`src/rtl/pfc_pkg.sv`:
```
// ----------------------------------------------------------------------------
// pfc_pkg
// Types, codes and helper functions of the pixel format converter.
// ----------------------------------------------------------------------------
package pfc_pkg;

   localparam int MAX_WIDTH  = 4096;
   localparam int MAX_HEIGHT = 4096;

   localparam int COL_W  = $clog2(MAX_WIDTH);
   localparam int ROW_W  = $clog2(MAX_HEIGHT);
   localparam int SIZE_W = 13;
   localparam int FMT_W  = 3;
   localparam int SHIFT_W = 4;
   localparam int PIX_W  = 32;
   localparam int ADDR_W = 26;
   localparam int COUNT_W = 3;
   localparam int STATUS_W = 2;
   localparam int INDEX_W = 3;

   // Format codes
   localparam logic [FMT_W-1:0] FMT_RGBA8888 = 3'd0;
   localparam logic [FMT_W-1:0] FMT_RGB565   = 3'd1;
   localparam logic [FMT_W-1:0] FMT_I8       = 3'd2;
   localparam logic [FMT_W-1:0] FMT_D16      = 3'd3;
   localparam logic [FMT_W-1:0] FMT_RGB888   = 3'd4;

   // Status codes
   localparam logic [STATUS_W-1:0] STATUS_OK   = 2'd0;
   localparam logic [STATUS_W-1:0] STATUS_PAIR = 2'd1;
   localparam logic [STATUS_W-1:0] STATUS_SIZE = 2'd2;

   // Register indexes
   localparam logic [INDEX_W-1:0] REG_SOURCE_FORMAT = 3'd0;
   localparam logic [INDEX_W-1:0] REG_TARGET_FORMAT = 3'd1;
   localparam logic [INDEX_W-1:0] REG_SOURCE_WIDTH  = 3'd2;
   localparam logic [INDEX_W-1:0] REG_SOURCE_HEIGHT = 3'd3;
   localparam logic [INDEX_W-1:0] REG_TARGET_WIDTH  = 3'd4;
   localparam logic [INDEX_W-1:0] REG_TARGET_HEIGHT = 3'd5;
   localparam logic [INDEX_W-1:0] REG_DEPTH_SHIFT   = 3'd6;

   typedef struct packed {
      logic [FMT_W-1:0]   source_format;
      logic [FMT_W-1:0]   target_format;
      logic [SIZE_W-1:0]  source_width;
      logic [SIZE_W-1:0]  source_height;
      logic [SIZE_W-1:0]  target_width;
      logic [SIZE_W-1:0]  target_height;
      logic [SHIFT_W-1:0] depth_shift;
   } cfg_type;

   typedef struct packed {
      logic [ADDR_W-1:0] offset;
      logic              last;
   } scan_type;

   // Pixel size in bytes; codes without a format give zero.
   function automatic logic [COUNT_W-1:0] pixel_bytes(input logic [FMT_W-1:0] fmt);
      logic [COUNT_W-1:0] n;
      n = '0;
      case (fmt)
         FMT_RGBA8888: n = 3'd4;
         FMT_RGB565:   n = 3'd2;
         FMT_I8:       n = 3'd1;
         FMT_D16:      n = 3'd2;
         FMT_RGB888:   n = 3'd3;
         default:      n = '0;
      endcase
      return n;
   endfunction

endpackage

```
`src/rtl/pfc_csr.sv`:
```
// ----------------------------------------------------------------------------
// pfc_csr
// Configuration registers and the format pair and size checks.
// ----------------------------------------------------------------------------
module pfc_csr (
   input  logic                         clock,
   input  logic                         reset,
   input  logic                         csr_write_enable,
   input  logic [pfc_pkg::INDEX_W-1:0]  csr_index,
   input  logic [pfc_pkg::SIZE_W-1:0]   csr_write_data,
   output pfc_pkg::cfg_type             cfg,
   output logic [pfc_pkg::STATUS_W-1:0] status,
   output logic                         restart
);
   import pfc_pkg::*;

   cfg_type cfg_ff;
   cfg_type cfg_in;
   logic    hit;
   logic    pair_ok;
   logic    size_ok;
   logic [FMT_W-1:0] sf;
   logic [FMT_W-1:0] tf;

   always_comb begin
      cfg_in = cfg_ff;
      hit    = 1'b0;
      if (csr_write_enable) begin
         unique case (csr_index)
            REG_SOURCE_FORMAT: begin
               cfg_in.source_format = csr_write_data[FMT_W-1:0];
               hit = 1'b1;
            end
            REG_TARGET_FORMAT: begin
               cfg_in.target_format = csr_write_data[FMT_W-1:0];
               hit = 1'b1;
            end
            REG_SOURCE_WIDTH: begin
               cfg_in.source_width = csr_write_data;
               hit = 1'b1;
            end
            REG_SOURCE_HEIGHT: begin
               cfg_in.source_height = csr_write_data;
               hit = 1'b1;
            end
            REG_TARGET_WIDTH: begin
               cfg_in.target_width = csr_write_data;
               hit = 1'b1;
            end
            REG_TARGET_HEIGHT: begin
               cfg_in.target_height = csr_write_data;
               hit = 1'b1;
            end
            REG_DEPTH_SHIFT: begin
               cfg_in.depth_shift = csr_write_data[SHIFT_W-1:0];
               hit = 1'b1;
            end
            default: hit = 1'b0;
         endcase
      end
   end

   always_ff @(posedge clock) begin
      if (reset) begin
         cfg_ff <= '{source_format: FMT_RGBA8888, target_format: FMT_RGBA8888,
                     source_width: '0, source_height: '0, target_width: '0,
                     target_height: '0, depth_shift: 4'd8};
      end else begin
         cfg_ff <= cfg_in;
      end
   end

   assign sf = cfg_ff.source_format;
   assign tf = cfg_ff.target_format;

   always_comb begin
      if (sf > FMT_RGB888 || tf > FMT_RGB888) begin
         pair_ok = 1'b0;
      end else if (sf == tf) begin
         pair_ok = 1'b1;
      end else if (tf == FMT_RGBA8888) begin
         pair_ok = (sf == FMT_RGB888) || (sf == FMT_D16);
      end else if (tf == FMT_RGB888) begin
         pair_ok = (sf == FMT_RGBA8888) || (sf == FMT_D16);
      end else if (tf == FMT_RGB565) begin
         pair_ok = (sf == FMT_RGB888) || (sf == FMT_RGBA8888) || (sf == FMT_D16);
      end else begin
         pair_ok = 1'b0;
      end
   end

   assign size_ok = (cfg_ff.source_width != '0) && (cfg_ff.source_height != '0) &&
                    (cfg_ff.target_width != '0) && (cfg_ff.target_height != '0) &&
                    (cfg_ff.source_width <= cfg_ff.target_width) &&
                    (cfg_ff.source_height <= cfg_ff.target_height) &&
                    (32'(cfg_ff.source_width) <= 32'(MAX_WIDTH)) &&
                    (32'(cfg_ff.source_height) <= 32'(MAX_HEIGHT));

   assign status  = !pair_ok ? STATUS_PAIR : (!size_ok ? STATUS_SIZE : STATUS_OK);
   assign cfg     = cfg_ff;
   assign restart = hit;

endmodule

```
`src/rtl/pfc_scan.sv`:
```
// ----------------------------------------------------------------------------
// pfc_scan
// Raster position counters; keep row*stride as a running base.
// ----------------------------------------------------------------------------
module pfc_scan (
   input  logic                       clock,
   input  logic                       reset,
   input  logic                       restart,
   input  logic                       advance,
   input  logic [pfc_pkg::SIZE_W-1:0] source_width,
   input  logic [pfc_pkg::SIZE_W-1:0] source_height,
   input  logic [pfc_pkg::SIZE_W-1:0] target_width,
   output pfc_pkg::scan_type          scan
);
   import pfc_pkg::*;

   logic [COL_W-1:0]  col_ff, col_in;
   logic [ROW_W-1:0]  row_ff, row_in;
   logic [ADDR_W-1:0] base_ff, base_in;
   logic              col_last;
   logic              row_last;

   assign col_last = (32'(col_ff) + 32'd1) >= 32'(source_width);
   assign row_last = (32'(row_ff) + 32'd1) >= 32'(source_height);

   always_comb begin
      col_in  = col_ff;
      row_in  = row_ff;
      base_in = base_ff;
      if (restart) begin
         col_in  = '0;
         row_in  = '0;
         base_in = '0;
      end else if (advance) begin
         if (col_last) begin
            col_in = '0;
            if (row_last) begin
               row_in  = '0;
               base_in = '0;
            end else begin
               row_in  = row_ff + 1'b1;
               base_in = base_ff + ADDR_W'(target_width);
            end
         end else begin
            col_in = col_ff + 1'b1;
         end
      end
   end

   always_ff @(posedge clock) begin
      if (reset) begin
         col_ff  <= '0;
         row_ff  <= '0;
         base_ff <= '0;
      end else begin
         col_ff  <= col_in;
         row_ff  <= row_in;
         base_ff <= base_in;
      end
   end

   assign scan.offset = base_ff + ADDR_W'(col_ff);
   assign scan.last   = col_last && row_last;

endmodule

```
`src/rtl/pfc_convert.sv`:
```
// ----------------------------------------------------------------------------
// pfc_convert
// Color conversion of one pixel for the configured format pair.
// ----------------------------------------------------------------------------
module pfc_convert (
   input  logic [pfc_pkg::FMT_W-1:0]   source_format,
   input  logic [pfc_pkg::FMT_W-1:0]   target_format,
   input  logic [pfc_pkg::SHIFT_W-1:0] depth_shift,
   input  logic [pfc_pkg::PIX_W-1:0]   pixel_in,
   output logic [pfc_pkg::PIX_W-1:0]   pixel_out
);
   import pfc_pkg::*;

   logic [7:0]  r, g, b, c;
   logic [15:0] depth;
   logic [PIX_W-1:0] rgb_565;
   logic [PIX_W-1:0] gray_565;
   logic [PIX_W-1:0] copy;

   assign r     = pixel_in[7:0];
   assign g     = pixel_in[15:8];
   assign b     = pixel_in[23:16];
   assign depth = pixel_in[15:0] >> depth_shift;
   assign c     = depth[7:0];

   assign rgb_565  = {16'd0, r[7:3], g[7:2], b[7:3]};
   assign gray_565 = {16'd0, c[7:3], c[7:2], c[7:3]};

   // Same format: keep the bytes of the pixel size
   always_comb begin
      case (pixel_bytes(source_format))
         3'd1:    copy = {24'd0, pixel_in[7:0]};
         3'd2:    copy = {16'd0, pixel_in[15:0]};
         3'd3:    copy = {8'd0, pixel_in[23:0]};
         default: copy = pixel_in;
      endcase
   end

   always_comb begin
      if (source_format == target_format) begin
         pixel_out = copy;
      end else if (source_format == FMT_D16) begin
         case (target_format)
            FMT_RGB888:   pixel_out = {8'd0, c, c, c};
            FMT_RGBA8888: pixel_out = {8'hFF, c, c, c};
            FMT_RGB565:   pixel_out = gray_565;
            default:      pixel_out = '0;
         endcase
      end else begin
         case (target_format)
            FMT_RGBA8888: pixel_out = {8'hFF, b, g, r};
            FMT_RGB888:   pixel_out = {8'd0, b, g, r};
            FMT_RGB565:   pixel_out = rgb_565;
            default:      pixel_out = '0;
         endcase
      end
   end

endmodule

```
`src/rtl/pixel_format_converter.sv`:
```
// Input accept to result valid: through the input register, then the result register.
// Throughput: one item per cycle unless output stalls; two registers then hold two items.
// The rate is set by the running row base in the scan counters, which needs no multiplier.
// Reset (synchronous, active high) empties both registers, zeroes the counters and
// loads register defaults: formats RGBA8888, all sizes 0, depth shift 8.
// ----------------------------------------------------------------------------
// pixel_format_converter
// Converts raster-order source pixels to the destination format and gives the
// byte address of each in the destination surface.
// ----------------------------------------------------------------------------
module pixel_format_converter (
   input  logic                         clock,
   input  logic                         reset,
   input  logic                         csr_write_enable,
   input  logic [pfc_pkg::INDEX_W-1:0]  csr_index,
   input  logic [pfc_pkg::SIZE_W-1:0]   csr_write_data,
   input  logic                         req_valid,
   output logic                         req_ready,
   input  logic [pfc_pkg::PIX_W-1:0]    req_pixel_in,
   output logic                         rsp_valid,
   input  logic                         rsp_ready,
   output logic [pfc_pkg::PIX_W-1:0]    rsp_pixel_out,
   output logic [pfc_pkg::COUNT_W-1:0]  rsp_byte_count,
   output logic [pfc_pkg::ADDR_W-1:0]   rsp_byte_address,
   output logic [pfc_pkg::STATUS_W-1:0] rsp_status,
   output logic                         rsp_image_done
);
   import pfc_pkg::*;

   cfg_type              cfg;
   logic [STATUS_W-1:0]  cfg_status;
   logic                 restart;
   scan_type             scan;
   logic                 req_take;
   logic                 out_free;
   logic                 move;

   // Input register: pixel, its surface offset, end-of-image flag and status
   logic                 s1_valid_ff;
   logic [PIX_W-1:0]     s1_pixel_ff;
   logic [ADDR_W-1:0]    s1_offset_ff;
   logic                 s1_last_ff;
   logic [STATUS_W-1:0]  s1_status_ff;

   // Result register
   logic                 rsp_valid_ff;
   logic [PIX_W-1:0]     pixel_ff, pixel_in;
   logic [COUNT_W-1:0]   count_ff, count_in;
   logic [ADDR_W-1:0]    address_ff, address_in;
   logic [STATUS_W-1:0]  status_ff;
   logic                 done_ff, done_in;

   logic [PIX_W-1:0]     converted;
   logic [COUNT_W-1:0]   bytes;
   logic [ADDR_W-1:0]    scaled;

   pfc_csr u_csr (
      .clock            (clock),
      .reset            (reset),
      .csr_write_enable (csr_write_enable),
      .csr_index        (csr_index),
      .csr_write_data   (csr_write_data),
      .cfg              (cfg),
      .status           (cfg_status),
      .restart          (restart)
   );

   // Advance the raster position only for items that will be written
   pfc_scan u_scan (
      .clock         (clock),
      .reset         (reset),
      .restart       (restart),
      .advance       (req_take && (cfg_status == STATUS_OK)),
      .source_width  (cfg.source_width),
      .source_height (cfg.source_height),
      .target_width  (cfg.target_width),
      .scan          (scan)
   );

   pfc_convert u_convert (
      .source_format (cfg.source_format),
      .target_format (cfg.target_format),
      .depth_shift   (cfg.depth_shift),
      .pixel_in      (s1_pixel_ff),
      .pixel_out     (converted)
   );

   // Handshake: the result register frees when empty or taken; the input
   // register frees when empty or moving forward.
   assign out_free  = !rsp_valid_ff || rsp_ready;
   assign move      = s1_valid_ff && out_free;
   assign req_ready = !s1_valid_ff || out_free;
   assign req_take  = req_valid && req_ready;

   always_ff @(posedge clock) begin
      if (reset) begin
         s1_valid_ff <= 1'b0;
      end else if (req_ready) begin
         s1_valid_ff <= req_valid;
      end
   end

   always_ff @(posedge clock) begin
      if (req_take) begin
         s1_pixel_ff  <= req_pixel_in;
         s1_offset_ff <= scan.offset;
         s1_last_ff   <= scan.last;
         s1_status_ff <= cfg_status;
      end
   end

   // Scale the offset by the destination pixel size
   assign bytes = pixel_bytes(cfg.target_format);

   always_comb begin
      case (bytes)
         3'd2:    scaled = {s1_offset_ff[ADDR_W-2:0], 1'b0};
         3'd3:    scaled = s1_offset_ff + {s1_offset_ff[ADDR_W-2:0], 1'b0};
         3'd4:    scaled = {s1_offset_ff[ADDR_W-3:0], 2'b00};
         default: scaled = s1_offset_ff;
      endcase
   end

   // Drop all fields but status on an error
   always_comb begin
      if (s1_status_ff == STATUS_OK) begin
         pixel_in   = converted;
         count_in   = bytes;
         address_in = scaled;
         done_in    = s1_last_ff;
      end else begin
         pixel_in   = '0;
         count_in   = '0;
         address_in = '0;
         done_in    = 1'b0;
      end
   end

   always_ff @(posedge clock) begin
      if (reset) begin
         rsp_valid_ff <= 1'b0;
      end else if (out_free) begin
         rsp_valid_ff <= s1_valid_ff;
      end
   end

   always_ff @(posedge clock) begin
      if (move) begin
         pixel_ff   <= pixel_in;
         count_ff   <= count_in;
         address_ff <= address_in;
         status_ff  <= s1_status_ff;
         done_ff    <= done_in;
      end
   end

   assign rsp_valid        = rsp_valid_ff;
   assign rsp_pixel_out    = pixel_ff;
   assign rsp_byte_count   = count_ff;
   assign rsp_byte_address = address_ff;
   assign rsp_status       = status_ff;
   assign rsp_image_done   = done_ff;

endmodule

```
`config.mk`:
```
export PLATFORM = sky130hd
export DESIGN_NAME = pixel_format_converter
export DESIGN_NICKNAME = d
export VERILOG_FILES = /design/src/rtl/pfc_pkg.sv /design/src/rtl/pfc_csr.sv /design/src/rtl/pfc_scan.sv /design/src/rtl/pfc_convert.sv /design/src/rtl/pixel_format_converter.sv
export SDC_FILE = /design/constraint.sdc
export NUM_CORES = 1
export LEC_CHECK = 0
export BUFFER_PORTS_ARGS = -buffer_cell sky130_fd_sc_hd__buf_2
export CORE_MARGIN = 2
export CORE_UTILIZATION = 66
export DETAILED_ROUTE_END_ITERATION = 7
export GPL_ROUTABILITY_DRIVEN = 1
export GPL_TIMING_DRIVEN = 0
export PLACE_DENSITY = 0.87
export SLEW_MARGIN = 20
export SYNTH_ARGS = -nofsm -noshare
export SYNTH_HDL_FRONTEND = slang
export SYNTH_HIERARCHICAL = 1
export SYNTH_SLANG_ARGS = --single-unit
```
`constraint.sdc`:
```
create_clock -name clock -period 6.24 [get_ports clock]
set_clock_uncertainty 0.05 [all_clocks]
set_input_delay 0.312 -clock clock [delete_from_list [all_inputs] [get_ports clock]]
set_output_delay 0.312 -clock clock [all_outputs]
set_load 0.01 [all_outputs]
```
==> results of run 1 <==
## final timing paths
path,to,cells past startpoint
max,u_scan/base_ff[20],17
min,u_csr/cfg[14],3
min reg2reg,u_csr/cfg[8],2
max reg2reg,u_scan/base_ff[20],17
## kinds of logic (layout without fill, tap and decap cells)
logic type | Yosys count | count (layout) | share of synthesized area
AND/OR/NAND/NOR | 608 | 608 | 0.195
AO/OA/AOI/OAI | 437 | 437 | 0.186
flip-flops | 239 | 239 | 0.395
buffers and inverters | 176 | 380 | 0.0546
adder cells (fa/ha/maj) | 109 | 109 | 0.0905
XOR/XNOR | 84 | 84 | 0.0481
multiplexers | 38 | 38 | 0.0312
## registers in the layout (all words and copies together) (netlist names)
register and flops:
u_scan/row_ff 12, s1_last_ff 1, u_csr/tf 3, rsp_byte_address 26
s1_status_ff 2, rsp_status 2, s1_pixel_ff 32, u_csr/sf 3
u_scan/base_ff 26, rsp_pixel_out 32, rsp_byte_count 3, s1_offset_ff 26
rsp_image_done 1, s1_valid_ff 1, u_csr/cfg 56, rsp_valid 1
u_scan/col_ff 12
## synthesized netlist by cell type (9+ instances only)
master                     instances  share of area
sky130_fd_sc_hd__a211oi_1         12         0.0059
sky130_fd_sc_hd__a21o_1           13         0.0064
sky130_fd_sc_hd__a21oi_1         149          0.049
sky130_fd_sc_hd__a22o_1           11         0.0063
sky130_fd_sc_hd__a22oi_1          11         0.0054
sky130_fd_sc_hd__a31oi_1          17         0.0070
sky130_fd_sc_hd__and2_1           43          0.018
sky130_fd_sc_hd__and3_1           14         0.0057
sky130_fd_sc_hd__buf_2            15         0.0049
sky130_fd_sc_hd__clkbuf_1         40         0.0098
sky130_fd_sc_hd__dfxtp_1         114           0.15
sky130_fd_sc_hd__edfxtp_1        125           0.25
sky130_fd_sc_hd__ha_1            105          0.086
sky130_fd_sc_hd__inv_1            98          0.024
sky130_fd_sc_hd__mux2i_1          24          0.016
sky130_fd_sc_hd__nand2_1         231          0.057
sky130_fd_sc_hd__nand2b_1         13         0.0053
sky130_fd_sc_hd__nand3_1          41          0.013
sky130_fd_sc_hd__nand4_1          28          0.011
sky130_fd_sc_hd__nor2_1          114          0.028
sky130_fd_sc_hd__nor2b_1          34          0.014
sky130_fd_sc_hd__nor3_1           19         0.0062
sky130_fd_sc_hd__nor4_1           15         0.0061
sky130_fd_sc_hd__o211ai_1         11         0.0054
sky130_fd_sc_hd__o21a_1           10         0.0049
sky130_fd_sc_hd__o21ai_0          72          0.024
sky130_fd_sc_hd__o221ai_1         13         0.0074
sky130_fd_sc_hd__o22ai_1          31          0.013
sky130_fd_sc_hd__o31ai_1           9         0.0044
sky130_fd_sc_hd__or2_2            10         0.0041
sky130_fd_sc_hd__or4_1            12         0.0059
sky130_fd_sc_hd__xnor2_1          54          0.031
sky130_fd_sc_hd__xor2_1           30          0.017
## cell type report
type,count,area share
multi-input combinational,1276,0.480
sequential,239,0.343
timing repair buffer,156,0.0573
clock buffer,30,0.0379
buffer,78,0.0266
inverter,98,0.0209
tap,285,0.0203
clock inverter,18,0.0142
## report_power, final
part           switching [mW]  leakage [nW]  internal (mW)
Combinational           0.249          4.31          0.167
Sequential             0.0454          2.15           1.70
Clock                   0.635         0.437           1.01
## worst max-delay path: cells and delay by family, from the launching register on
kind	cells	cell delay, ns
flops	1	0.35
buf+inv	4	0.66
simple gates	3	0.71
fa+ha+maj	1	0.31
compound gates	9	2.02
## metrics by stage
stage	cell area [µm²]	setup slack [ns]	instances	hold slack, ns	power, mW
finish	17600	1.99	2180	0.00669	3.81
global route	17600	1.69	2180	0.00104	3.92
CTS	17600	2.15	2180	0.00175	3.80
detailed placement	16300	2.13	2097	0.407	2.15
global placement	16200	1.49	2094	0.395	2.14
floorplan	15300	2.32	1691	0.334	2.02
## per-layer routing
metal,global-route usage,part of all wire,vias up
li1,-,-,6524
met1,0.446,0.41,6586
met2,0.578,0.48,816
met3,0.0438,0.087,131
met4,0.111,0.029,0
met5,0,0,-
## placed cells by master (no fill, tap or decap), drive strengths merged, types with 14 or more instances in the layout
cell type and count:
buf 148, dlygate4sd3 35, nor2 114, xor2 30, dfxtp 114, a21o 15
nand3 41, a22o 14, a211oi 14, inv 98, nor4 18, o22ai 31
xnor2 54, nor2b 34, and2 43, edfxtp 125, a31oi 17, ha 105
a21oi 151, mux2i 24, o21ai 77, and3 15, nand2 232, nand4 28
nor3 22, clkbuf 81
==> out/qor.tcl, run 1 <==
set qor(final-max-slew-violation-count) 0
set qor(finalCoreUtilization) 0.774
set qor(ios) 119
set qor(timing.reg2reg.setup_slack_ns) 1.99
set qor(syn-num-nets) 1852
set qor(p_leak_nw) 6.90
set qor(timing_worst_slew_pin_value_ns) 1.02
set qor(multi_input_area_um2) 8430
set qor(placeableCoreArea_um2) 22700
set qor(startpoint_type_of_the_worst_setup_path) {flip-flop}
set qor(syn_area_per_cell_um2) 9.04
set qor(placement_rows) 55
set qor(status) {finished with violations}
set qor(via_count_of_the_first_global_routing_pass) 13000
set qor(globalRouteOverflowTotal) 0
set qor(place.detailed.hpwl_um) 29700
set qor(grt_antenna_before_repair) 0
set qor(final_antenna_net_count) 0
set qor(post_synth_inst_count) 1691
set qor(initial_cell_density_of_the_core) 0.673
set qor(route.detailed.vias_per_inst) 6.45
set qor(clkLatencyLatePin_ns) 0.55
set qor(synth-seq-cells) 239
set qor(clock_path_buffers) 3
set qor(slowest_stage) {sky130_fd_sc_hd__o21ai_1}
set qor(drt-initial-drc-count) 1405
set qor(crit_chain) {inv_1 > ha_1 > a21oi_1 > o21ai_0 > a221oi_1 > o21ai_0 > o21ai_0 > a31oi_1 > nor3b_1 > buf_2 > inv_1 > nor4_1 > o31a_2 > nor2_1 > buf_2 > o21ai_1 > a21oi_1}
set qor(global_route.usage.total) 0.338
set qor(rsz0062_at_grt) {false}
set qor(htree_levels) 1
set qor(hold_violations) 0
set qor(drt_drc_violations_left) 1
set qor(path_max_fanout) 10
set qor(stage_delay_of_the_slowest_cell_on_the_critical_path_ns) 0.47
set qor(fp.dieH_um) 156
set qor(timing.setup.tns_ns) 0
set qor(rr_startpoint) {u_csr/cfg[10]}
set qor(critical_path.endpoint_type) {flip-flop}
set qor(cts_num_sinks) 239
set qor(fp.dieArea_um2) 24400
set qor(finalSetupViolCount) 0
set qor(via_count) 14100
set qor(clk_pin_slew_worst_paths_ns) 0.06
set qor(violations_in_the_final_reports) {design-rule violations}
set qor(cts.repair.resized) 0
set qor(post_cts.repair.setup_buffers) 0
set qor(part_of_the_yosys_area_used_for_sequential_elements) 0.395
set qor(cts_hold_repair.buffers) 35
set qor(wl_per_cell_um) 19.5
set qor(gp_congestion) 0.981
set qor(area_used_by_sequential_logic_in_the_layout_um2) 6040
set qor(critical-path-top-cell-by-count) {sky130_fd_sc_hd__o21ai_0}
set qor(yosys_warnings) 6
set qor(hp-start) {csr_write_data[10]}
set qor(die_w_um) 156
set qor(ctsRootBufferMaster) {sky130_fd_sc_hd__clkbuf_16}
set qor(ys_async_sr_fraction) 0
set qor(final_min_period_over_clock_period) 0.681
set qor(tritoncts) {built}
set qor(synth_ff_type) {sky130_fd_sc_hd__edfxtp_1}
set qor(drt-pass1-iter-count) 8
set qor(post_synth_num_cell_types) 95
set qor(max_clock_freq_mhz) 235
set qor(critPathRequiredTime_ns) 6.58
set qor(power.density_cell_area_nw_per_um2) 217
set qor(timing.critical_path.arrival_ns) 4.59
set qor(num_antenna_cells) 0
set qor(drv_cap) 0
set qor(cts_buffers) 26
set qor(final.min_clock_period_ns) 4.25
set qor(ir_worst_vdd_mv) 0.216
set qor(holdCritPathClass) {input port to flip-flop}
set qor(post_synth_instance_area_um2) 15300
set qor(final.fill_count) 1571
set qor(synth_edf_count) 125
set qor(worstSetupPathType) {flip-flop to flip-flop}
set qor(port_buffers) 118
set qor(postRouteWirelength_um) 42500
set qor(startpoint) {u_csr/cfg[10]}
set qor(slew-limit-headroom) 0.308
set qor(grt_max_degree) 43
set qor(fin_nets) 2036
set qor(global_route_wire_length_before_repair_um) 66600
set qor(share_of_cells_above_drive_strength_1) 0.134
set qor(area.growth.synth_to_final_pct) 15.0
(Power assumes the default switching activity.)
==> run 2: changes to the inputs <==
--- a/config.mk
+++ b/config.mk
@@ -5,13 +5,14 @@
 export SDC_FILE = /design/constraint.sdc
 export NUM_CORES = 1
 export LEC_CHECK = 0
+export ABC_AREA = 1
 export BUFFER_PORTS_ARGS = -buffer_cell sky130_fd_sc_hd__buf_2
 export CORE_MARGIN = 2
-export CORE_UTILIZATION = 66
+export CORE_UTILIZATION = 62
 export DETAILED_ROUTE_END_ITERATION = 7
 export GPL_ROUTABILITY_DRIVEN = 1
 export GPL_TIMING_DRIVEN = 0
-export PLACE_DENSITY = 0.87
+export PLACE_DENSITY = 0.82
 export SLEW_MARGIN = 20
 export SYNTH_ARGS = -nofsm -noshare
 export SYNTH_HDL_FRONTEND = slang
==> constraint.sdc (replaced) <==
create_clock -name clock -period 4.2 [get_ports clock]
set_clock_uncertainty 0.05 [all_clocks]
set_input_delay 0.21 -clock clock [delete_from_list [all_inputs] [get_ports clock]]
set_output_delay 0.21 -clock clock [all_outputs]
set_load 0.01 [all_outputs]
==> out/qor.tcl, run 2 <==
set qor(status) {completed}
set qor(fp.dieH_um) 166
set qor(layout.cells.most_common_list) {sky130_fd_sc_hd__nand2_1 (635), sky130_fd_sc_hd__inv_1 (351), sky130_fd_sc_hd__nor2_1 (245), sky130_fd_sc_hd__nand3_1 (152), sky130_fd_sc_hd__buf_2 (140)}
set qor(holdCritPathClass) {input port to flip-flop}
set qor(place.detailed.hpwl_um) 34400
set qor(globalRoute.busiestLayer) {met2}
set qor(globalRouteMet2Util) 0.551
set qor(rsz0062_at_grt) {false}
set qor(postRouteWirelength_um) 46100
set qor(cts_buffers) 28
set qor(ir_worst_vdd_mv) 0.406
set qor(critical_path.endpoint_type) {flip-flop}
set qor(post_synth_num_cell_types) 56
set qor(drt-initial-drc-count) 1507
set qor(clk_pin_slew_worst_paths_ns) 0.06
set qor(clock_path_buffers) 3
set qor(post-synth-top-count-cell) {sky130_fd_sc_hd__nand2_1}
set qor(htree_levels) 1
set qor(grt_antenna_before_repair) 0
set qor(placeableCoreArea_um2) 26000
set qor(p_leak_nw) 9.20
set qor(num_antenna_cells) 0
set qor(post_cts.repair.setup_buffers) 0
set qor(synth_top_area_frac) 0.230
set qor(syn_area_per_cell_um2) 7.11
set qor(ys_async_sr_fraction) 0
set qor(globalRouteOverflowTotal) 0
set qor(area.growth.synth_to_final_pct) 15.1
set qor(slew-limit-headroom) 0.484
set qor(global_route.usage.total) 0.328
set qor(reg2regPathDepth) 17
set qor(path_max_fanout) 10
set qor(gp_congestion) 0.950
set qor(timing.critical_path.arrival_ns) 3.87
set qor(largest_register_ff_count) 56
set qor(drv_cap) 0
set qor(post_synth_inst_count) 2295
set qor(route.detailed.vias_per_inst) 5.63
set qor(part_of_the_yosys_area_used_for_sequential_elements) 0.370
set qor(final_common_cell) {sky130_fd_sc_hd__nand2_1}
set qor(initial_cell_density_of_the_core) 0.628
set qor(wl_per_cell_um) 16.2
set qor(fp.dieArea_um2) 27600
set qor(rr_startpoint) {u_scan/col_ff[1]}
set qor(hp-start) {req_valid}
set qor(timing.reg2reg.setup_slack_ns) 0.76
set qor(share_of_cells_above_drive_strength_1) 0.106
set qor(drt_drc_violations_left) 0
set qor(timing_worst_slew_pin_value_ns) 0.773
set qor(yosys_warnings) 6
set qor(syn-num-nets) 2456
set qor(synth_top_cells_by_area) {sky130_fd_sc_hd__edfxtp_1 (23%), sky130_fd_sc_hd__nand2_1 (15%), sky130_fd_sc_hd__dfxtp_1 (14%)}
set qor(hold_violations) 0
set qor(groute.layer.met3.usage) 0.0388
set qor(via_count_of_the_first_global_routing_pass) 15300
set qor(synth_ff_type) {sky130_fd_sc_hd__edfxtp_1}
set qor(timing.rr.end) {u_scan/base_ff[14]}
set qor(global_route_wire_length_before_repair_um) 75000
set qor(critPathRequiredTime_ns) 4.63
set qor(tritoncts) {built}
set qor(port_buffers) 118
set qor(layout_setup_ws_ns) 0.763
set qor(ctsRootBufferMaster) {sky130_fd_sc_hd__clkbuf_16}
set qor(final_min_period_over_clock_period) 0.818
set qor(fin_nets) 2654
set qor(final-max-slew-violation-count) 0
set qor(placement_rows) 59
set qor(startpoint_type_of_the_worst_setup_path) {flip-flop}
set qor(max_clock_freq_mhz) 291
set qor(grt_max_degree) 62
set qor(post_dp_cell_area_um2) 17400
set qor(die_w_um) 166
set qor(worstSetupPathType) {flip-flop to flip-flop}
set qor(final.min_clock_period_ns) 3.44
set qor(use_met1) 0.437
set qor(holdWs_ns) 0.0959
set qor(post_synth_instance_area_um2) 16300
set qor(synth_edf_count) 125
set qor(ios) 119
set qor(min_to) {s1_valid_ff}
set qor(cts_num_sinks) 239
set qor(synth.largest_area_cell) {sky130_fd_sc_hd__edfxtp_1}
set qor(final_cell_area_um2) 18800
set qor(drt-pass1-iter-count) 6
set qor(power.density_cell_area_nw_per_um2) 324
set qor(synth.cells.most_frequent) {sky130_fd_sc_hd__nand2_1 (635), sky130_fd_sc_hd__inv_1 (352), sky130_fd_sc_hd__nor2_1 (245)}
set qor(place_worst_setup_slack_ns) 0.844
set qor(clkLatencyLatePin_ns) 0.55
set qor(via_count) 16000
set qor(finalSetupViolCount) 0
set qor(synth-seq-cells) 239
set qor(final_antenna_net_count) 0
set qor(hold_path_depth) 3
set qor(finalPower_mw) 6.09
## run 2: cell types whose count changed in the layout (fill, tap and decap cells not counted), moves of 16 or more
cell and delta:
sky130_fd_sc_hd__and2_1 -40, sky130_fd_sc_hd__a21oi_1 -30, sky130_fd_sc_hd__o21ai_0 +67, sky130_fd_sc_hd__clkbuf_1 -26, sky130_fd_sc_hd__xor2_1 +16, sky130_fd_sc_hd__nand3_1 +111, sky130_fd_sc_hd__nor2b_1 -33, sky130_fd_sc_hd__xnor2_1 -41
sky130_fd_sc_hd__inv_1 +253, sky130_fd_sc_hd__nand2_1 +404, sky130_fd_sc_hd__mux2i_1 -24, sky130_fd_sc_hd__o22ai_1 -24, sky130_fd_sc_hd__nor2_1 +131
## run 2: metal layers
metal  share of wire  up-vias
met4           0.036        0
met2            0.46      670
met1            0.42     7407
met5               0        -
li1                -     7835
met3           0.076      132
## run 2: area by class of cell
cell class	instances	area (µm²)
multi-input cells	1631	8540
fillers	2123	7210
flip-flops and latches	239	6040
inverters	368	1390
repair buffers	168	1130
clock buffers	32	737
well taps	335	419
plain buffers	57	362
clock inverters	20	163
## run 2: worst max path at each step
stage / from / end / cells after the start
after floorplan: rsp_valid / rsp_byte_address[0] / 1
after global placement: s1_valid_ff / rsp_byte_address[17] / 2
after detailed placement: u_scan/col_ff[1] / u_scan/base_ff[15] / 17
after CTS: u_scan/col_ff[1] / u_scan/base_ff[15] / 17
after global routing: u_scan/col_ff[1] / u_scan/base_ff[25] / 17
final: u_scan/col_ff[1] / u_scan/base_ff[14] / 17
## run 2: report_power, final
| part | internal (mW) | switching, mW | total (mW) | leakage [nW] |
|---|---|---|---|---|
| clock network | 1.38 | 0.985 | 2.36 | 0.416 |
| registers | 2.56 | 0.0818 | 2.65 | 2.15 |
| logic | 0.377 | 0.706 | 1.08 | 6.64 |
| total | 4.32 | 1.77 | 6.09 | 9.20 |
## run 2: critical path: stages, from the launching register on
cell and delay (ns):
sky130_fd_sc_hd__dfxtp_1 0.47, sky130_fd_sc_hd__ha_1 0.20, sky130_fd_sc_hd__nand2_1 0.06, sky130_fd_sc_hd__nor3_1 0.30, sky130_fd_sc_hd__nand3_1 0.18, sky130_fd_sc_hd__xnor2_1 0.25
sky130_fd_sc_hd__ha_1 0.29, sky130_fd_sc_hd__nand2_1 0.09, sky130_fd_sc_hd__nor2_2 0.05, sky130_fd_sc_hd__nand2_1 0.07, sky130_fd_sc_hd__nor2_1 0.05, sky130_fd_sc_hd__nor2_1 0.16
sky130_fd_sc_hd__nand3_4 0.19, sky130_fd_sc_hd__nand2_4 0.17, sky130_fd_sc_hd__nand2_1 0.08, sky130_fd_sc_hd__nand2_1 0.37, sky130_fd_sc_hd__inv_1 0.19, sky130_fd_sc_hd__nor2_1 0.14
## run 2: timing repair
item | 4_1_cts | 5_1_grt
hold endpoints to repair | 78 | 0
setup endpoints to repair | 0 | 0
hold buffers | 48 | 0
resized for setup | 0 | 0
## run 2: cell families (layout without fill, tap and decap cells)
| family | Yosys count | after routing | synth area share |
|---|---|---|---|
| AO/OA/AOI/OAI | 335 | 335 | 0.116 |
| XOR/XNOR | 59 | 59 | 0.0317 |
| adder cells (fa/ha/maj) | 108 | 108 | 0.0842 |
| buffers and inverters | 425 | 645 | 0.107 |
| flip-flops | 239 | 239 | 0.370 |
| AND/OR/NAND/NOR | 1129 | 1129 | 0.291 |
## run 2: stage by stage
stage / setup TNS (ns) / cells / util
floorplan: 0 / 2295 / -
global placement: -66.82 / 2748 / 0.667
detailed placement: 0 / 2750 / 0.670
CTS: 0 / 2850 / 0.723
global route: 0 / 2850 / 0.723
finish: 0 / 2850 / 0.723
